--- src/tph_pkg.sv ---
// Shared types and constants for the tag presence hold timer.
// No dependencies; imported by every module of the block.
package tph_pkg;

    localparam int UID_FIELD_BYTES = 7;
    localparam int UID_FIELD_W     = 8 * UID_FIELD_BYTES;
    localparam int LEN_W           = 3;
    localparam int CNT_W           = 16;
    localparam int FT_W            = 16;
    localparam int UID_BYTES_DEF   = 7;

    localparam logic [CNT_W-1:0] HOLD_RESET = 16'd5000;
    localparam logic [FT_W-1:0]  FT_RESET   = 16'd0;

    localparam int APB_AW = 3;
    localparam int APB_DW = 32;

    // register index, taken from paddr[2]
    localparam logic REG_HOLD_TICKS = 1'b0;
    localparam logic REG_FRAME_TYPE = 1'b1;

    // input word kinds
    localparam logic KIND_POLL = 1'b0;
    localparam logic KIND_TICK = 1'b1;

    typedef struct packed {
        logic [CNT_W-1:0] hold_ticks;
        logic [FT_W-1:0]  frame_type;
    } cfg_t;

    typedef struct packed {
        logic                   event_valid;
        logic                   event_placed;
        logic [UID_FIELD_W-1:0] event_uid;
        logic [FT_W-1:0]        event_frame_type;
        logic                   green_led;
        logic                   red_led;
    } result_t;

endpackage

--- src/tag_presence_hold_timer.sv ---
// Tag presence hold timer: the result word is registered in the output buffer;
// one word per cycle while the buffer has room; each input word gives exactly
// one result word. Input accepted while a result waits, via a two-entry output
// buffer; it stalls only when both result and skid entries are full.
// Reset (aresetn, synchronous, active low) clears presence, stored UIDs, the hold
// state and the buffer; hold_ticks returns to 5000 and frame_type to 0.
module tag_presence_hold_timer #(
    parameter int UID_BYTES = tph_pkg::UID_BYTES_DEF   // stored UID bytes, 4..7
) (
    input  logic                       aclk,
    input  logic                       aresetn,
    // input channel
    input  logic                       s_tvalid,
    output logic                       s_tready,
    input  logic [63:0]                s_tdata,   // card_present[0], uid_bytes[56:1],
                                                  // uid_len[59:57], zero[63:60]
    input  logic                       s_tuser,   // kind
    // result channel
    output logic                       m_tvalid,
    input  logic                       m_tready,
    output logic [79:0]                m_tdata,   // event_placed[0], event_uid[56:1],
                                                  // event_frame_type[72:57],
                                                  // green_led[73], red_led[74], zero[79:75]
    output logic                       m_tuser,   // event_valid
    // configuration
    input  logic                       psel,
    input  logic                       penable,
    input  logic                       pwrite,
    input  logic [tph_pkg::APB_AW-1:0] paddr,
    input  logic [tph_pkg::APB_DW-1:0] pwdata,
    output logic [tph_pkg::APB_DW-1:0] prdata,
    output logic                       pready
);
    import tph_pkg::*;

    cfg_t    cfg;
    result_t core_res;
    result_t out_res;
    logic    in_fire;
    logic    buf_ready;

    // Unpack the input word
    logic                   card_present;
    logic [UID_FIELD_W-1:0] uid_bytes;
    logic [LEN_W-1:0]       uid_len;

    assign card_present = s_tdata[0];
    assign uid_bytes    = s_tdata[UID_FIELD_W:1];
    assign uid_len      = s_tdata[UID_FIELD_W+LEN_W:UID_FIELD_W+1];

    // A word is taken whenever the buffer has room; the core updates its
    // state on the same edge the result is written into the buffer.
    assign s_tready = buf_ready;
    assign in_fire  = s_tvalid && s_tready;

    tph_regs u_regs (
        .aclk    (aclk),
        .aresetn (aresetn),
        .psel    (psel),
        .penable (penable),
        .pwrite  (pwrite),
        .paddr   (paddr),
        .pwdata  (pwdata),
        .prdata  (prdata),
        .pready  (pready),
        .cfg     (cfg)
    );

    tph_core #(
        .UID_BYTES (UID_BYTES)
    ) u_core (
        .aclk         (aclk),
        .aresetn      (aresetn),
        .in_fire      (in_fire),
        .kind         (s_tuser),
        .card_present (card_present),
        .uid_bytes    (uid_bytes),
        .uid_len      (uid_len),
        .cfg          (cfg),
        .res          (core_res)
    );

    tph_out_buf u_out (
        .aclk      (aclk),
        .aresetn   (aresetn),
        .in_valid  (s_tvalid),
        .in_ready  (buf_ready),
        .in_data   (core_res),
        .out_valid (m_tvalid),
        .out_ready (m_tready),
        .out_data  (out_res)
    );

    // Pack the result word, first field lowest
    always_comb begin
        m_tdata                                    = '0;
        m_tdata[0]                                 = out_res.event_placed;
        m_tdata[UID_FIELD_W:1]                     = out_res.event_uid;
        m_tdata[UID_FIELD_W+FT_W:UID_FIELD_W+1]    = out_res.event_frame_type;
        m_tdata[UID_FIELD_W+FT_W+1]                = out_res.green_led;
        m_tdata[UID_FIELD_W+FT_W+2]                = out_res.red_led;
    end
    assign m_tuser = out_res.event_valid;

endmodule

--- src/tph_regs.sv ---
// APB configuration registers: hold time and frame type.
// Depends on tph_pkg.
module tph_regs (
    input  logic                       aclk,
    input  logic                       aresetn,
    input  logic                       psel,
    input  logic                       penable,
    input  logic                       pwrite,
    input  logic [tph_pkg::APB_AW-1:0] paddr,
    input  logic [tph_pkg::APB_DW-1:0] pwdata,
    output logic [tph_pkg::APB_DW-1:0] prdata,
    output logic                       pready,
    output tph_pkg::cfg_t              cfg
);
    import tph_pkg::*;

    logic [CNT_W-1:0] hold_ticks_reg;
    logic [FT_W-1:0]  frame_type_reg;
    logic             wr_en;
    logic             reg_idx;

    assign pready  = 1'b1;
    assign reg_idx = paddr[2];
    assign wr_en   = psel && penable && pwrite && pready;

    always_ff @(posedge aclk) begin
        if (!aresetn) begin
            hold_ticks_reg <= HOLD_RESET;
            frame_type_reg <= FT_RESET;
        end else if (wr_en) begin
            case (reg_idx)
                REG_HOLD_TICKS: hold_ticks_reg <= pwdata[CNT_W-1:0];
                REG_FRAME_TYPE: frame_type_reg <= pwdata[FT_W-1:0];
                default: ;
            endcase
        end
    end

    always_comb begin
        prdata = '0;
        case (reg_idx)
            REG_HOLD_TICKS: prdata[CNT_W-1:0] = hold_ticks_reg;
            REG_FRAME_TYPE: prdata[FT_W-1:0]  = frame_type_reg;
            default:        prdata = '0;
        endcase
    end

    assign cfg.hold_ticks = hold_ticks_reg;
    assign cfg.frame_type = frame_type_reg;

endmodule

--- src/tph_core.sv ---
// Presence tracking, UID compare and hold counter; one word per cycle while in_fire is high.
// Depends on tph_pkg. Result is formed combinationally from the state.
module tph_core #(
    parameter int UID_BYTES = tph_pkg::UID_BYTES_DEF
) (
    input  logic                            aclk,
    input  logic                            aresetn,
    input  logic                            in_fire,
    input  logic                            kind,
    input  logic                            card_present,
    input  logic [tph_pkg::UID_FIELD_W-1:0] uid_bytes,
    input  logic [tph_pkg::LEN_W-1:0]       uid_len,
    input  tph_pkg::cfg_t                   cfg,
    output tph_pkg::result_t                res
);
    import tph_pkg::*;

    localparam int UID_W = 8 * UID_BYTES;
    localparam logic [LEN_W-1:0] LEN_MAX = LEN_W'(UID_BYTES);
    localparam logic [CNT_W-1:0] CNT_SAT = '1;

    logic             tag_present_reg, tag_present_next;
    logic [UID_W-1:0] last_uid_reg, last_uid_next;
    logic [LEN_W-1:0] last_len_reg, last_len_next;
    logic             holding_reg, holding_next;
    logic [UID_W-1:0] held_uid_reg, held_uid_next;
    logic [CNT_W-1:0] hold_count_reg, hold_count_next;

    logic [LEN_W-1:0]       len_c;
    logic [UID_FIELD_W-1:0] uid_m;
    logic [CNT_W-1:0]       cnt_inc;
    logic                   is_new;
    logic                   ev_valid;
    logic                   ev_placed;
    logic [UID_FIELD_W-1:0] ev_uid;

    // clip length, zero bytes past it
    always_comb begin
        len_c = (uid_len > LEN_MAX) ? LEN_MAX : uid_len;
        for (int i = 0; i < UID_FIELD_BYTES; i++) begin
            uid_m[8*i +: 8] = (LEN_W'(i) < len_c) ? uid_bytes[8*i +: 8] : 8'h00;
        end
    end

    assign is_new  = !tag_present_reg || (len_c != last_len_reg) ||
                     (uid_m[UID_W-1:0] != last_uid_reg);
    assign cnt_inc = (hold_count_reg != CNT_SAT) ? hold_count_reg + 1'b1 : hold_count_reg;

    always_comb begin
        tag_present_next = tag_present_reg;
        last_uid_next    = last_uid_reg;
        last_len_next    = last_len_reg;
        holding_next     = holding_reg;
        held_uid_next    = held_uid_reg;
        hold_count_next  = hold_count_reg;
        ev_valid         = 1'b0;
        ev_placed        = 1'b0;
        ev_uid           = '0;
        case (kind)
            KIND_POLL: begin
                if (card_present) begin
                    if (is_new) begin
                        last_uid_next    = uid_m[UID_W-1:0];
                        last_len_next    = len_c;
                        tag_present_next = 1'b1;
                        if (!holding_reg) begin
                            held_uid_next   = uid_m[UID_W-1:0];
                            hold_count_next = '0;
                            holding_next    = 1'b1;
                            ev_valid        = 1'b1;
                            ev_placed       = 1'b1;
                            ev_uid          = uid_m;
                        end
                    end
                end else begin
                    tag_present_next = 1'b0;
                end
            end
            KIND_TICK: begin
                if (holding_reg) begin
                    hold_count_next = cnt_inc;
                    if (cnt_inc >= cfg.hold_ticks) begin
                        // held UID was already masked when latched
                        holding_next         = 1'b0;
                        ev_valid             = 1'b1;
                        ev_uid[UID_W-1:0]    = held_uid_reg;
                    end
                end
            end
            default: ;
        endcase
    end

    always_ff @(posedge aclk) begin
        if (!aresetn) begin
            tag_present_reg <= 1'b0;
            last_uid_reg    <= '0;
            last_len_reg    <= '0;
            holding_reg     <= 1'b0;
            held_uid_reg    <= '0;
            hold_count_reg  <= '0;
        end else if (in_fire) begin
            tag_present_reg <= tag_present_next;
            last_uid_reg    <= last_uid_next;
            last_len_reg    <= last_len_next;
            holding_reg     <= holding_next;
            held_uid_reg    <= held_uid_next;
            hold_count_reg  <= hold_count_next;
        end
    end

    assign res.event_valid      = ev_valid;
    assign res.event_placed     = ev_placed;
    assign res.event_uid        = ev_uid;
    assign res.event_frame_type = ev_valid ? cfg.frame_type : '0;
    assign res.green_led        = tag_present_next;
    assign res.red_led          = !tag_present_next;

`ifndef NO_ASSERTIONS
    a_placed_starts_hold: assert property (@(posedge aclk) disable iff (!aresetn)
        (in_fire && ev_valid && ev_placed) |=> (holding_reg && hold_count_reg == '0))
        else $error("placed word did not start the hold");
    a_removed_ends_hold: assert property (@(posedge aclk) disable iff (!aresetn)
        (in_fire && ev_valid && !ev_placed) |=> !holding_reg)
        else $error("removed word left the hold running");
    a_placed_needs_idle: assert property (@(posedge aclk) disable iff (!aresetn)
        (ev_valid && ev_placed) |-> (!holding_reg && card_present))
        else $error("placed word while a hold runs");
`endif

endmodule

--- src/tph_out_buf.sv ---
// Two-entry output buffer (result register plus skid) for the result channel.
// Depends on tph_pkg.
module tph_out_buf (
    input  logic             aclk,
    input  logic             aresetn,
    input  logic             in_valid,
    output logic             in_ready,
    input  tph_pkg::result_t in_data,
    output logic             out_valid,
    input  logic             out_ready,
    output tph_pkg::result_t out_data
);
    import tph_pkg::*;

    logic    main_valid_reg;
    logic    skid_valid_reg;
    result_t main_reg;
    result_t skid_reg;
    logic    push;
    logic    pop;

    assign in_ready  = !skid_valid_reg;
    assign push      = in_valid && in_ready;
    assign pop       = main_valid_reg && out_ready;
    assign out_valid = main_valid_reg;
    assign out_data  = main_reg;

    always_ff @(posedge aclk) begin
        if (!aresetn) begin
            main_valid_reg <= 1'b0;
            skid_valid_reg <= 1'b0;
        end else begin
            if (pop) begin
                if (skid_valid_reg) begin
                    main_reg       <= skid_reg;
                    skid_valid_reg <= 1'b0;
                end else begin
                    main_reg       <= in_data;
                    main_valid_reg <= push;
                end
            end else if (push) begin
                if (!main_valid_reg) begin
                    main_reg       <= in_data;
                    main_valid_reg <= 1'b1;
                end else begin
                    skid_reg       <= in_data;
                    skid_valid_reg <= 1'b1;
                end
            end
        end
    end

`ifndef NO_ASSERTIONS
    a_skid_behind_main: assert property (@(posedge aclk) disable iff (!aresetn)
        skid_valid_reg |-> main_valid_reg)
        else $error("skid entry held with empty result register");
    a_stall_fills_skid: assert property (@(posedge aclk) disable iff (!aresetn)
        (push && main_valid_reg && !out_ready) |=> skid_valid_reg)
        else $error("word pushed into a stalled buffer was dropped");
`endif

endmodule

--- config.mk ---
export PLATFORM = sky130hd
export DESIGN_NAME = tag_presence_hold_timer
export DESIGN_NICKNAME = d
export VERILOG_FILES = /design/src/tph_pkg.sv /design/src/tag_presence_hold_timer.sv /design/src/tph_regs.sv /design/src/tph_core.sv /design/src/tph_out_buf.sv
export SDC_FILE = /design/constraint.sdc
export NUM_CORES = 1
export LEC_CHECK = 0
export BUFFER_PORTS_ARGS = -buffer_cell sky130_fd_sc_hd__clkbuf_2
export CAP_MARGIN = 20
export CORE_MARGIN = 2
export CORE_UTILIZATION = 62
export DETAILED_ROUTE_END_ITERATION = 10
export PLACE_DENSITY = 0.85
export REMOVE_ABC_BUFFERS = 1
export SLEW_MARGIN = 20
export SYNTH_ARGS = -nofsm -noshare
export SYNTH_HDL_FRONTEND = slang
export SYNTH_HIERARCHICAL = 1
export SYNTH_SLANG_ARGS = --single-unit
--- constraint.sdc ---
create_clock -name aclk -period 10.04 [get_ports aclk]
set_clock_uncertainty 0.1 [all_clocks]
set_input_delay 1.004 -clock aclk [delete_from_list [all_inputs] [get_ports aclk]]
set_output_delay 1.004 -clock aclk [all_outputs]
set_load 0.05 [all_outputs]
==> Word level (Yosys, flattened, before mapping) <==
Index checks and enable logic that the tools add are counted.
{ "totals": {"reg_bits": 319, "inputBits": 107, "output_inout_bits": 116, "wordCells": 111} }
{ "op_classes": {"n_addsub": 1, "magnitude_cmp": 9, "eq_ne": 9, "mux": 44, "n_bitwise": 5, "n_reduce_logical": 21} }
{ "ops": {"columns": ["op", "n"], "rows": [
  ["$mux 76", 4],
  ["$mux 56", 5],
  ["$pmux 56 s2", 1],
  ["$mux 16", 6],
  ["$pmux 16 s2", 2],
  ["$mux 8", 7],
  ["$ne 56x56->1", 1],
  ["$add 16x1->16 const B", 1],
  ["$ge 16x16->1", 1],
  ["$mux 1", 16],
  ["$ne 16x16->1 const B", 1],
  ["$reduce_and 5->1", 2],
  ["$lt 3x3->1 const A", 3],
  ["$ne 2x2->1 const B", 4],
  ["$reduce_and 2->1", 4],
  ["$reduce_and 4->1", 2],
  ["$lt 1x3->1 const A", 2],
  ["$lt 2x3->1 const A", 2],
  ["$reduce_and 3->1", 2],
  ["$not 1->1", 5],
  ["$logic_and 1x1->1", 4],
  ["$ne 2x1->1 const B", 2],
  ["$pmux 1 s2", 2],
  ["$gt 3x3->1 const B", 1],
  ["6 further kinds", 9]
]} }

==> Longest topological paths before layout <==
Gate-level depths: netlist of run 1.
{ "depth": {"ltp_word": 13, "mapped_depth": 17, "ltp_nobuf": 16} }

==> Modules after synthesis <==
Netlist of run 1, hierarchy kept.
{ "modules_own_cells": {"columns": ["module", "instances", "cells_per_inst", "area_each_um2", "seq_area_each_um2"], "rows": [
  ["tph_core", 1, 983, 8157.8, 2662.6],
  ["tph_out_buf", 1, 252, 5750.5, 4604.4],
  ["tph_regs", 1, 166, 1607.8, 640.6],
  ["tag_presence_hold_timer", 1, 7, 47.5, 0.0]
]} }

==> Worst setup path after synthesis of run 1 <==
No wires, ideal clock.
{ "synth_path": {"path_kind": "input-to-reg", "from": "in m_tready", "to": "reg u_out/skid_reg[0] (netlist name), enable pin", "setup_time_ns": 0.605, "t_arrival_ns": 6.288, "t_required_ns": 9.335, "path_slack_ns": 3.048, "path_stages": 1, "path_buffers": 0, "cell_sequence": "nor3_1"} }
{ "synth_via": {"elab_chain_cells": 3} }
{ "synth_rtl": {"columns": ["element", "line", "rtl"], "rows": [
  ["start: declaration", "tag_presence_hold_timer.sv:20", "input logic m_tready,"],
  ["$logic_and 1x1->1", "tph_out_buf.sv:24", "assign pop = main_valid_reg && out_ready;"],
  ["$not 1->1 (no source line)", null, null],
  ["$reduce_and 4->1 (no source line)", null, null],
  ["end signal: assignment", "tph_out_buf.sv:46", "skid_reg <= in_data;"],
  ["end: declaration", "tph_out_buf.sv:18", "result_t skid_reg;"]
]} }
No other way between the ends.
A chain may end at the register's enable or synchronous reset.

==> summary.txt, run 1 <==
Floorplanning
  – Placeable Area: 24,500 um2
  – Top Ports: approximately 220
  – Chip height: 162 um
  – Chip width: roughly 160 um
  – Initial Utilization: 0.636
  – Die area: about 26,000 um2
  – Row Count: 57

STA
  – Tightest slew margin relative to the limit: 0.269
  – Period utilisation layout: 0.575
  – Number of hold-slack violations in the final timing report: 0
  – Pins Over Slew Limit: 0
  – Minimum period implied by the final worst setup slack: about 5.8 ns
  – Setup TNS Final: 0 ns
  – Highest clock frequency the design can meet: about 0.17 GHz
  – Setup repair after global routing missed its margin: no
  – Count of final setup violators: 0
  – Measured slew at the worst slew-check pin: about 1.1 ns

Outcome
  – Status: complete, no violations

Route
  – Wire length per cell after detailed routing: between 15 and 20 um
  – Uppermost layer routed: met5
  – Aggregate routed wire length: roughly 37,000 um
  – Post-route antenna net violation count: 0
  – Vias per Instance: 6.21
  – WL met1: 14,900 um
  – Routed length on met3: approximately 3100 um
  – DR DRC count: 0
  – Initial drt markers: around 1,200
  – Detailed-routed wire length on met2: around 18,000 um
  – Pre-antenna DRT Iters: 6
  – DR vias: about 12,000

CTS
  – Clock Path Buffers: 3
  – CTS buffer count: 34
  – Post-CTS Setup Repair Bufs: 0
  – CTS Hold Bufs: 0
  – Clock tree from TritonCTS: yes
  – Clock-pin slew on the worst setup and hold paths: around 0.06 ns
  – Insertion delay to the later sink of the worst-skew pair: a little over 0.5 ns
  – PostCTS Resize Cnt: 0
  – Clock root buffer: sky130_fd_sc_hd__clkbuf_16
  – TritonCTS sink count: 319
  – Number of levels in the clock H-tree: 2

Logic synthesis
  – Proportion of register bits with asynchronous set or reset after synthesis: 0
  – Synth Register Bits: 319
  – Most used standard cells in the synthesized netlist: sky130_fd_sc_hd__nand2_1 (209), sky130_fd_sc_hd__dfxtp_1 (167), sky130_fd_sc_hd__edfxtp_1 (152)
  – Average size of a mapped cell: around 11 um2
  – Cell count after synthesis: 1,408
  – Yosys synthesis warning count: 6
  – Most frequently used flop master after synthesis: sky130_fd_sc_hd__dfxtp_1
  – Synth cell types: 60
  – Yosys top cell area share: 0.293
  – Post-synth EDFFs: around 150
  – Proportion of synthesized chip area in sequential cells: 0.508
  – Most common cell in the netlist: sky130_fd_sc_hd__nand2_1
  – Synth Cell Area: around 16,000 um2
  – Top cells by area in the synthesized netlist: sky130_fd_sc_hd__edfxtp_1 (29%), sky130_fd_sc_hd__dfxtp_1 (21%), sky130_fd_sc_hd__mux2i_1 (9.5%), sky130_fd_sc_hd__nand2_1 (5.0%), sky130_fd_sc_hd__mux2_2 (3.9%)
  – Dominant cell type by area after synthesis: sky130_fd_sc_hd__edfxtp_1

Power and ir drop
  – Power density normalized to cell area: around 170 nW/um2
  – Switching Share: 0.251
  – Power, Total: 3.00 mW
  – Internal power: roughly 2.2 mW
  – Switching power summed over all nets: about 0.75 mW
  – Leakage component of the power: 6.81 nW
  – Clock share of power: 0.423
  – Gate power share: 0.107
  – Power share of the sequential group: 0.470
  – Worst vdd ir: about 0.16 mV

Worst setup path
  – Worst setup path startpoint: s_tdata[59]
  – Critical path arrival: just under 6 ns
  – Data required time of the worst path: 10.19 ns
  – Stages on worst setup path: 11
  – Type of element capturing the critical path: flip-flop
  – R2r worst-path depth: 14
  – Startpoint class of the critical path: input port
  – Max FO, Critical Path: 65
  – Critical register-to-register path startpoint: u_core/hold_count_reg[3]
  – Buffering stage count on the worst path with inverters included: 3
  – Capture point of the worst path: u_out/out_data[34]
  – Critical Path Max Stage Delay: approximately 0.73 ns
  – Slack of the worst reg-to-reg path: roughly 5.4 ns
  – End of the worst register-to-register path: u_out/out_data[34]
  – Cell type group with the largest total delay on the critical path: simple AND/OR/NAND/NOR gates
  – Category of the critical setup timing path: in -> reg
  – Chain of cells forming the critical path: clkbuf_2 -> buf_4 -> a21o_1 -> a21oi_1 -> or4_1 -> or4_1 -> nor4_2 -> nor3_2 -> buf_4 -> a32o_1 -> mux2_2
  – Slowest stage cell, crit path: sky130_fd_sc_hd__a21o_1

Placement
  – Number of buffers added on ports: roughly 180
  – Cell total after placement: ~1,800
  – Placer congestion estimate: 0.856
  – Post-detailed-placement half-perimeter wirelength: 23,100 um

Final layout
  – Layout Cells excl Fill: about 1,900
  – Number of nets in the final layout: between 1,500 and 2,000
  – Synth-to-Final Area Change: 13.1%
  – Fraction of final layout cells sized beyond drive strength 1: 0.230

GRT
  – Initial antenna violation count: 4
  – Largest net degree at the start of global routing: 153
  – First-pass GRT wire length: about 60,000 um
  – Overall global routing resource usage: 0.278
  – Remaining global-route overflow: 0
  – Via count of the first global-routing pass: between 10,000 and 15,000

Flow run
  – Max-cap violation count: 0

Min path
  – HP Class: reg -> reg
  – Launch instance of the worst min-delay path: u_core/held_uid_reg[34]
[through the flow]
stage	instance area, um2	setup slack, ns	hold WS (ns)	util
floorplan	15000	3.05	0.334	-
global placement	16400	3.86	0.341	0.671
detailed placement	16400	3.84	0.347	0.671
CTS	17600	4.36	0.359	0.718
global route	17600	4.12	0.369	0.719
finish	17600	4.27	0.360	0.719
[how the worst min path moves through the flow]
stage | depth (start not counted) | slack [ns] | to
detailed placement | 2 | 0.35 | u_core/held_uid_reg[41]
CTS | 2 | 0.36 | u_core/held_uid_reg[42]
global placement | 2 | 0.34 | u_core/held_uid_reg[53]
finish | 2 | 0.36 | u_core/held_uid_reg[34]
floorplan | 2 | 0.33 | u_core/held_uid_reg[0]
global route | 2 | 0.37 | u_core/held_uid_reg[49]
[cells by family after synthesis]
family,Yosys count,share of synthesized area
compound gates,205,0.0999
xor+xnor,34,0.0191
fa+ha+maj,18,0.0145
buf+inv,149,0.0488
flops,319,0.508
mux,241,0.172
other cells,3,0.000723
simple gates,439,0.137
[power groups by stage]
stage	Clock [mW]	Combinational (mW)	Sequential (mW)
after floorplan	0	0.152	1.50
after global placement	0	0.307	1.44
after detailed placement	0	0.314	1.44
after CTS	1.29	0.316	1.41
after global routing	1.34	0.340	1.42
final	1.27	0.321	1.41
[cell usage in the layout (no fill, tap or decap), drive strengths merged, types with 13 or more instances in the layout]
master | synthesis | routed
ha | 18 | 18
o21a | 20 | 20
buf | 62 | 13
o21ai | 44 | 44
xor2 | 13 | 13
mux2i | 147 | 147
a31oi | 20 | 20
nand3 | 71 | 71
nor2 | 41 | 41
a32o | 56 | 56
nor2b | 29 | 29
inv | 30 | 31
nand4 | 26 | 26
mux2 | 94 | 94
dfxtp | 167 | 167
xnor2 | 21 | 21
edfxtp | 152 | 152
clkbuf | 57 | 227
conb | 3 | 22
nand2 | 209 | 209
[worst min-delay path, delay by kind of cell, from the launching register on]
family,cells,cell delay [ns]
DFF,1,0.31
and+or+nand+nor,1,0.05
muxes,1,0.05
[cell type report]
cell class              instances  area (um2)
diodes                          4        10.0
well taps                     324         405
flip-flops and latches        319        7910
inverters                      30         113
clock buffers                  50        1030
clock inverters                11         114
repair buffers                190        1010
fillers                      1670        6870
multi-input cells             959        7010
[metal layers]
layer	vias to the layer above	global-route usage
met5	-	0
met4	2	0.105
met3	98	0.0642
met2	511	0.471
met1	5696	0.348
li1	5408	-
(Power assumes the default switching activity.)
==> inputs of run 2 (changes only) <==
ABC_AREA = 1   (was unset)
CORE_UTILIZATION = 58   (was 62)
PLACE_DENSITY = 0.8   (was 0.85)
clock period = 5.7 ns   (was 10.04 ns; I/O delays follow)
==> summary.txt, run 2 <==
GRT
  – Via count of the first global-routing pass: ~14,000
  – Initial antenna violation count: 2
  – First-pass GRT wire length: between 60,000 and 70,000 um
  – Remaining global-route overflow: 0
  – Largest net degree at the start of global routing: 99
  – GRT busiest layer: met2
  – Met3 demand-to-capacity share in global routing: 0.0330
  – Met2 track demand over resource: 0.511
  – Overall global routing resource usage: 0.293
  – Met1 Use GR: 0.383

Logic synthesis
  – Most common cell in the netlist: sky130_fd_sc_hd__nand2_1
  – Synth Register Bits: between 300 and 400
  – Dominant cell type by area after synthesis: sky130_fd_sc_hd__edfxtp_1
  – Cell count after synthesis: between 2,000 and 2,500
  – Most used standard cells in the synthesized netlist: sky130_fd_sc_hd__nand2_1 (722), sky130_fd_sc_hd__nor2_1 (413), sky130_fd_sc_hd__inv_1 (210)
  – Average size of a mapped cell: 7.29 um2
  – Synth Cell Area: ~16,000 um2
  – Most frequently used flop master after synthesis: sky130_fd_sc_hd__dfxtp_1
  – Yosys synthesis warning count: 6
  – Proportion of synthesized chip area in sequential cells: 0.480
  – Top cells by area in the synthesized netlist: sky130_fd_sc_hd__edfxtp_1 (28%), sky130_fd_sc_hd__dfxtp_1 (20%), sky130_fd_sc_hd__nand2_1 (16%), sky130_fd_sc_hd__nor2_1 (9.4%), sky130_fd_sc_hd__inv_1 (4.8%)
  – Post-synth EDFFs: 152
  – Proportion of register bits with asynchronous set or reset after synthesis: 0
  – Yosys top cell area share: 0.277
  – Synth cell types: between 40 and 50

STA
  – Highest clock frequency the design can meet: approximately 0.22 GHz
  – Period utilisation layout: 0.785
  – Setup repair after global routing missed its margin: no
  – Pins Over Slew Limit: 0
  – Setup TNS Final: 0 ns
  – Tightest slew margin relative to the limit: 0.275
  – Number of hold-slack violations in the final timing report: 0
  – Measured slew at the worst slew-check pin: ~1.1 ns
  – Count of final setup violators: 0
  – Minimum period implied by the final worst setup slack: approximately 4.5 ns

CTS
  – Post-CTS Setup Repair Bufs: 0
  – PostCTS Resize Cnt: 0
  – Clock-pin slew on the worst setup and hold paths: 0.06 ns
  – Insertion delay to the later sink of the worst-skew pair: roughly 0.52 ns
  – Clock root buffer: sky130_fd_sc_hd__clkbuf_16
  – Clock tree from TritonCTS: yes
  – CTS buffer count: 35
  – TritonCTS sink count: around 320
  – Number of levels in the clock H-tree: 2
  – Clock Path Buffers: 3
  – CTS Hold Bufs: 0

Route
  – Wire length per cell after detailed routing: approximately 16 um
  – Pre-antenna DRT Iters: 7
  – Initial drt markers: about 1,200
  – Post-route antenna net violation count: 0
  – DR vias: around 15,000
  – Vias per Instance: between 5 and 6
  – DR DRC count: 0
  – Aggregate routed wire length: 44,000 um

Worst setup path
  – Critical path arrival: 4.74 ns
  – Chain of cells forming the critical path: ha_1 -> nand2_1 -> nor2_1 -> nand2_1 -> nor2_1 -> clkinv_1 -> nor2_1 -> nor2_1 -> ha_1 -> a21oi_1 -> o21ai_0 -> nand2_1 -> o211ai_1 -> nand2_1 -> nand3_1 -> nand2_1 -> inv_1 -> buf_4 -> nand2_1 -> o21ai_0 -> o21ai_0 -> nand2_1
  – Slowest stage cell, crit path: sky130_fd_sc_hd__clkinv_1
  – Critical Path Max Stage Delay: roughly 0.51 ns
  – Startpoint class of the critical path: flip-flop
  – Category of the critical setup timing path: reg -> reg
  – Type of element capturing the critical path: flip-flop
  – Data required time of the worst path: roughly 6.0 ns
  – Max FO, Critical Path: 31
  – Cell occurring most often along the worst timing path: sky130_fd_sc_hd__nand2_1

Floorplanning
  – Die area: roughly 30,000 um2
  – Top Ports: about 220
  – Placeable Area: approximately 28,000 um2
  – Row Count: about 60
  – Chip height: between 150 and 200 um
  – Initial Utilization: 0.591
  – Chip width: between 150 and 200 um

Final layout
  – Fraction of final layout cells sized beyond drive strength 1: 0.123
  – Commonest cells after routing, fill and taps aside: sky130_fd_sc_hd__nand2_1 (722), sky130_fd_sc_hd__nor2_1 (411), sky130_fd_sc_hd__inv_1 (210), sky130_fd_sc_hd__clkbuf_2 (177), sky130_fd_sc_hd__dfxtp_1 (167)
  – Area used by multi-input combinational logic: 7030 um2
  – Post-route cell area: 18,500 um2
  – Footprint of the flip-flops and latches: between 7000 and 8000 um2
  – Most frequent standard cell in the layout excluding fill and tap cells: sky130_fd_sc_hd__nand2_1
  – Fill cells: between 2,000 and 2,500
  – Layout Cells excl Fill: 2,787
  – Synth-to-Final Area Change: 12.2%
  – Number of nets in the final layout: 2,506
  – Fin util: 0.663

Placement
  – Placer congestion estimate: 0.960
  – Placed cell areas: around 17,000 um2
  – Number of buffers added on ports: 178
  – Cell total after placement: between 2,000 and 3,000
  – Post-detailed-placement half-perimeter wirelength: roughly 30,000 um

Flow run
  – Max-cap violation count: 0

Power and ir drop
  – Worst vdd ir: 0.200 mV
  – Leakage component of the power: about 8.9 nW
  – Power, Total: between 5 and 6 mW
  – Power density normalized to cell area: roughly 310 nW/um2

Min path
  – HP Class: in -> reg

Outcome
  – Status: complete, no violations
-- run 2: changes by cell type after synthesis, moves of 20 or more --
cell and change:
sky130_fd_sc_hd__nand2_1 +513, sky130_fd_sc_hd__nor2_1 +372, sky130_fd_sc_hd__inv_1 +180, sky130_fd_sc_hd__mux2i_1 -147
sky130_fd_sc_hd__nand3_1 +85, sky130_fd_sc_hd__o21ai_0 +76, sky130_fd_sc_hd__a32o_1 -56, sky130_fd_sc_hd__mux2_2 -54
sky130_fd_sc_hd__mux2_4 -40, sky130_fd_sc_hd__nor2b_1 -29, sky130_fd_sc_hd__a21oi_1 +22, sky130_fd_sc_hd__a31oi_1 -20
sky130_fd_sc_hd__o22ai_1 +20
-- run 2: final cells by class --
type / instances / share of cell area
Sequential cell: 319 / 0.428
Multi-Input combinational cell: 1609 / 0.381
Timing Repair Buffer: 197 / 0.0572
Clock buffer: 52 / 0.0560
Inverter: 219 / 0.0446
Tap cell: 378 / 0.0256
Clock inverter: 11 / 0.00745
Antenna cell: 2 / 0.000271
-- run 2: critical path, delay by kind of cell, from the launching register on --
| family | cells | cell delay [ns] |
|---|---|---|
| flip-flops | 1 | 0.42 |
| buffers and inverters | 3 | 1.13 |
| AND/OR/NAND/NOR | 12 | 1.52 |
| AO/OA/AOI/OAI | 5 | 0.67 |
| adder cells (fa/ha/maj) | 2 | 0.50 |
-- run 2: metrics by stage --
stage | setup WS (ns) | hold slack, ns
6_report | 1.23 | 0.208
5_1_grt | 0.717 | 0.209
3_3_place_gp | 1.14 | 0.350
3_5_place_dp | 1.11 | 0.359
2_1_floorplan | -1.50 | 0.341
4_1_cts | 1.27 | 0.195
-- run 2: path summary, 6_finish.rpt --
kind,from,end,slack [ns],cells past startpoint
min reg2reg,u_core/held_uid_reg[34],u_core/held_uid_reg[34],0.37,2
max,u_core/hold_count_reg[0],u_out/out_data[58],1.23,22
max reg2reg,u_core/hold_count_reg[0],u_out/out_data[58],1.23,22
min,pwdata[9],u_regs/hold_ticks_reg[9],0.21,3
-- run 2: layer usage --
| metal | part of all wire | wire, um |
|---|---|---|
| met1 | 0.41 | 18200 |
| met2 | 0.49 | 21700 |
| met3 | 0.067 | 2960 |
| met4 | 0.026 | 1150 |
| met5 | 0 | 0 |
-- run 2: cell families (layout without fill, tap and decap cells) --
kind of cell | Yosys count | in the layout | share of synthesized area
fa+ha+maj | 18 | 18 | 0.0137
simple gates | 1371 | 1371 | 0.341
flops | 319 | 319 | 0.480
other cells | 3 | 24 | 0.000684
buf+inv | 350 | 479 | 0.0981
compound gates | 180 | 180 | 0.0567
xor+xnor | 18 | 18 | 0.00958
-- run 2: power by group --
| part | total, mW | switching (mW) | internal [mW] | leakage [nW] |
|---|---|---|---|---|
| clock | 2.31 | 0.912 | 1.40 | 0.567 |
| sequential | 2.55 | 0.0514 | 2.50 | 2.86 |
| combinational | 0.814 | 0.598 | 0.216 | 5.51 |
==> inputs of run 3 (changes only) <==
CORE_UTILIZATION = 53   (was 58)
PLACE_DENSITY = 0.77   (was 0.8)
clock period = 4 ns   (was 5.7 ns; I/O delays follow)
==> summary.txt, run 3 (synthesis results as in run 2) <==
Floorplanning
  – Chip height: 180 um
  – Initial Utilization: 0.538
  – Die area: ~32,000 um2
  – Top Ports: around 220
  – Row Count: 64
  – Placeable Area: around 31,000 um2
  – Chip width: 180 um

GRT
  – First-pass GRT wire length: about 72,000 um
  – Overall global routing resource usage: 0.273
  – Via count of the first global-routing pass: ~14,000
  – Largest net degree at the start of global routing: 77
  – Remaining global-route overflow: 0
  – Initial antenna violation count: 0

STA
  – Number of hold-slack violations in the final timing report: 0
  – Minimum period implied by the final worst setup slack: about 3.7 ns
  – Setup repair after global routing missed its margin: no
  – Tightest slew margin relative to the limit: 0.436
  – Pins Over Slew Limit: 0
  – Highest clock frequency the design can meet: about 0.27 GHz
  – Count of final setup violators: 0
  – Measured slew at the worst slew-check pin: 0.844 ns
  – Period utilisation layout: 0.921
  – Worst hold margin: ~0.022 ns

Power and ir drop
  – Power share of the sequential group: 0.438
  – Switching Share: 0.279
  – Power density normalized to cell area: 440 nW/um2
  – Worst vdd ir: between 0.2 and 0.3 mV
  – Leakage component of the power: slightly above 9 nW
  – Gate power share: 0.144
  – Clock share of power: 0.417
  – Internal power: ~6.0 mW
  – Switching power summed over all nets: 2.31 mW
  – Power, Total: 8.30 mW

Worst setup path
  – Type of element capturing the critical path: flip-flop
  – Cell type group with the largest total delay on the critical path: simple AND/OR/NAND/NOR gates
  – Slowest stage cell, crit path: sky130_fd_sc_hd__dfxtp_2
  – Critical path arrival: ~3.9 ns
  – Buffering stage count on the worst path with inverters included: 2
  – Data required time of the worst path: roughly 4.2 ns
  – Cell occurring most often along the worst timing path: sky130_fd_sc_hd__nand2_1
  – Max FO, Critical Path: 17
  – Chain of cells forming the critical path: ha_1 -> nand2_1 -> nor2_1 -> nand2_1 -> nor2_1 -> nand2_1 -> nor2_2 -> nand2_1 -> o21bai_1 -> inv_1 -> a21oi_2 -> ha_1 -> nand2_1 -> nor2_1 -> nand2_1 -> o211ai_1 -> nand2_1 -> nand3_1 -> nand2_2 -> inv_4 -> nor2_8 -> nor2_1 -> o21ai_0 -> nand2_1
  – Category of the critical setup timing path: reg -> reg
  – Startpoint class of the critical path: flip-flop
  – Critical Path Max Stage Delay: around 0.37 ns

Route
  – Pre-antenna DRT Iters: 5
  – Initial drt markers: roughly 1,300
  – DR DRC count: 0
  – Wire length per cell after detailed routing: between 15 and 20 um
  – Aggregate routed wire length: roughly 46,000 um
  – Vias per Instance: between 5 and 6
  – Post-route antenna net violation count: 0
  – DR vias: around 15,000

Final layout
  – Number of nets in the final layout: ~2,500
  – Fin util: 0.617
  – Commonest cells after routing, fill and taps aside: sky130_fd_sc_hd__nand2_1 (721), sky130_fd_sc_hd__nor2_1 (409), sky130_fd_sc_hd__inv_1 (209), sky130_fd_sc_hd__clkbuf_2 (177), sky130_fd_sc_hd__dfxtp_1 (165)
  – Antenna cell count: 0
  – Most frequent standard cell in the layout excluding fill and tap cells: sky130_fd_sc_hd__nand2_1
  – Layout Cells excl Fill: ~2,800
  – Fraction of final layout cells sized beyond drive strength 1: 0.140
  – Synth-to-Final Area Change: 14.7%

Outcome
  – Status: complete, no violations

CTS
  – CTS buffer count: 35
  – TritonCTS sink count: about 320
  – Number of levels in the clock H-tree: 2
  – Insertion delay to the later sink of the worst-skew pair: between 0.5 and 0.6 ns
  – Clock Path Buffers: 3
  – Clock root buffer: sky130_fd_sc_hd__clkbuf_16
  – CTS Hold Bufs: 0
  – Clock-pin slew on the worst setup and hold paths: around 0.06 ns
  – Clock tree from TritonCTS: yes

Placement
  – Post-detailed-placement half-perimeter wirelength: around 31,000 um
  – Placer congestion estimate: 0.892
  – Cell total after placement: about 2,800
  – Number of buffers added on ports: 178

Flow run
  – Max-cap violation count: 0

Min path
  – HP Class: in -> reg
[run 3: cell count changes in the layout (fill, tap and decap cells not counted), sizes merged]
cell      delta
buf         +27
inv          +2
clkbuf       -2
diode        -2
clkinv       +1
clkinvlp     +1
[run 3: timing repair]
action | 4_1_cts | 5_1_grt
setup buffers | 0 | 2
gates resized for setup | 0 | 11
endpoints found under the setup margin | 0 | 85
[run 3: worst paths after layout]
| check | startpoint | slack, ns | endpoint | cells past startpoint |
|---|---|---|---|---|
| setup / recovery | u_core/hold_count_reg[0] | 0.32 | u_out/out_data[17] | 24 |
| hold / removal | pwdata[3] | 0.02 | u_regs/hold_ticks_reg[3] | 3 |
| setup reg to reg | u_core/hold_count_reg[0] | 0.32 | u_out/out_data[17] | 24 |
| hold reg to reg | u_core/held_uid_reg[2] | 0.37 | u_core/held_uid_reg[2] | 2 |
[run 3: area by class of cell]
cell class                      count  area [um2]
Clock buffer                       49        1070
Clock inverter                     15         193
Fill cell                        2748       11700
Inverter                          219         827
Multi-Input combinational cell   1609        7050
Sequential cell                   319        7910
Tap cell                          396         495
Timing Repair Buffer              225        1330
[run 3: worst min-delay path: stages]
cell                       delay, ns
sky130_fd_sc_hd__clkbuf_2       0.09
sky130_fd_sc_hd__nand2_1        0.05
sky130_fd_sc_hd__nand3_1        0.07
[run 3: per-stage QoR]
step / TNS [ns] / area [um2] / setup slack [ns]
after detailed placement: 0 / 17500 / 0.145
after floorplan: -381.72 / 15700 / -3.20
after global routing: 0 / 18900 / 0.00106
final: 0 / 18900 / 0.316
after global placement: 0 / 17500 / 0.222
after CTS: 0 / 18800 / 0.102
[run 3: per-layer routing]
metal | share of wire | global-route usage | routed length, um | up-vias
li1 | - | - | - | 7378
met1 | 0.42 | 0.352 | 19200 | 6930
met2 | 0.49 | 0.475 | 22400 | 514
met3 | 0.060 | 0.0392 | 2730 | 90
met4 | 0.028 | 0.0848 | 1280 | 0
met5 | 0 | 0 | 0 | -
[run 3: power groups by stage]
stage,clock (mW),sequential [mW],combinational (mW)
floorplan,0,3.83,0.661
global placement,0,3.70,1.16
detailed placement,0,3.71,1.18
CTS,3.52,3.64,1.18
global route,3.64,3.65,1.32
finish,3.46,3.64,1.20
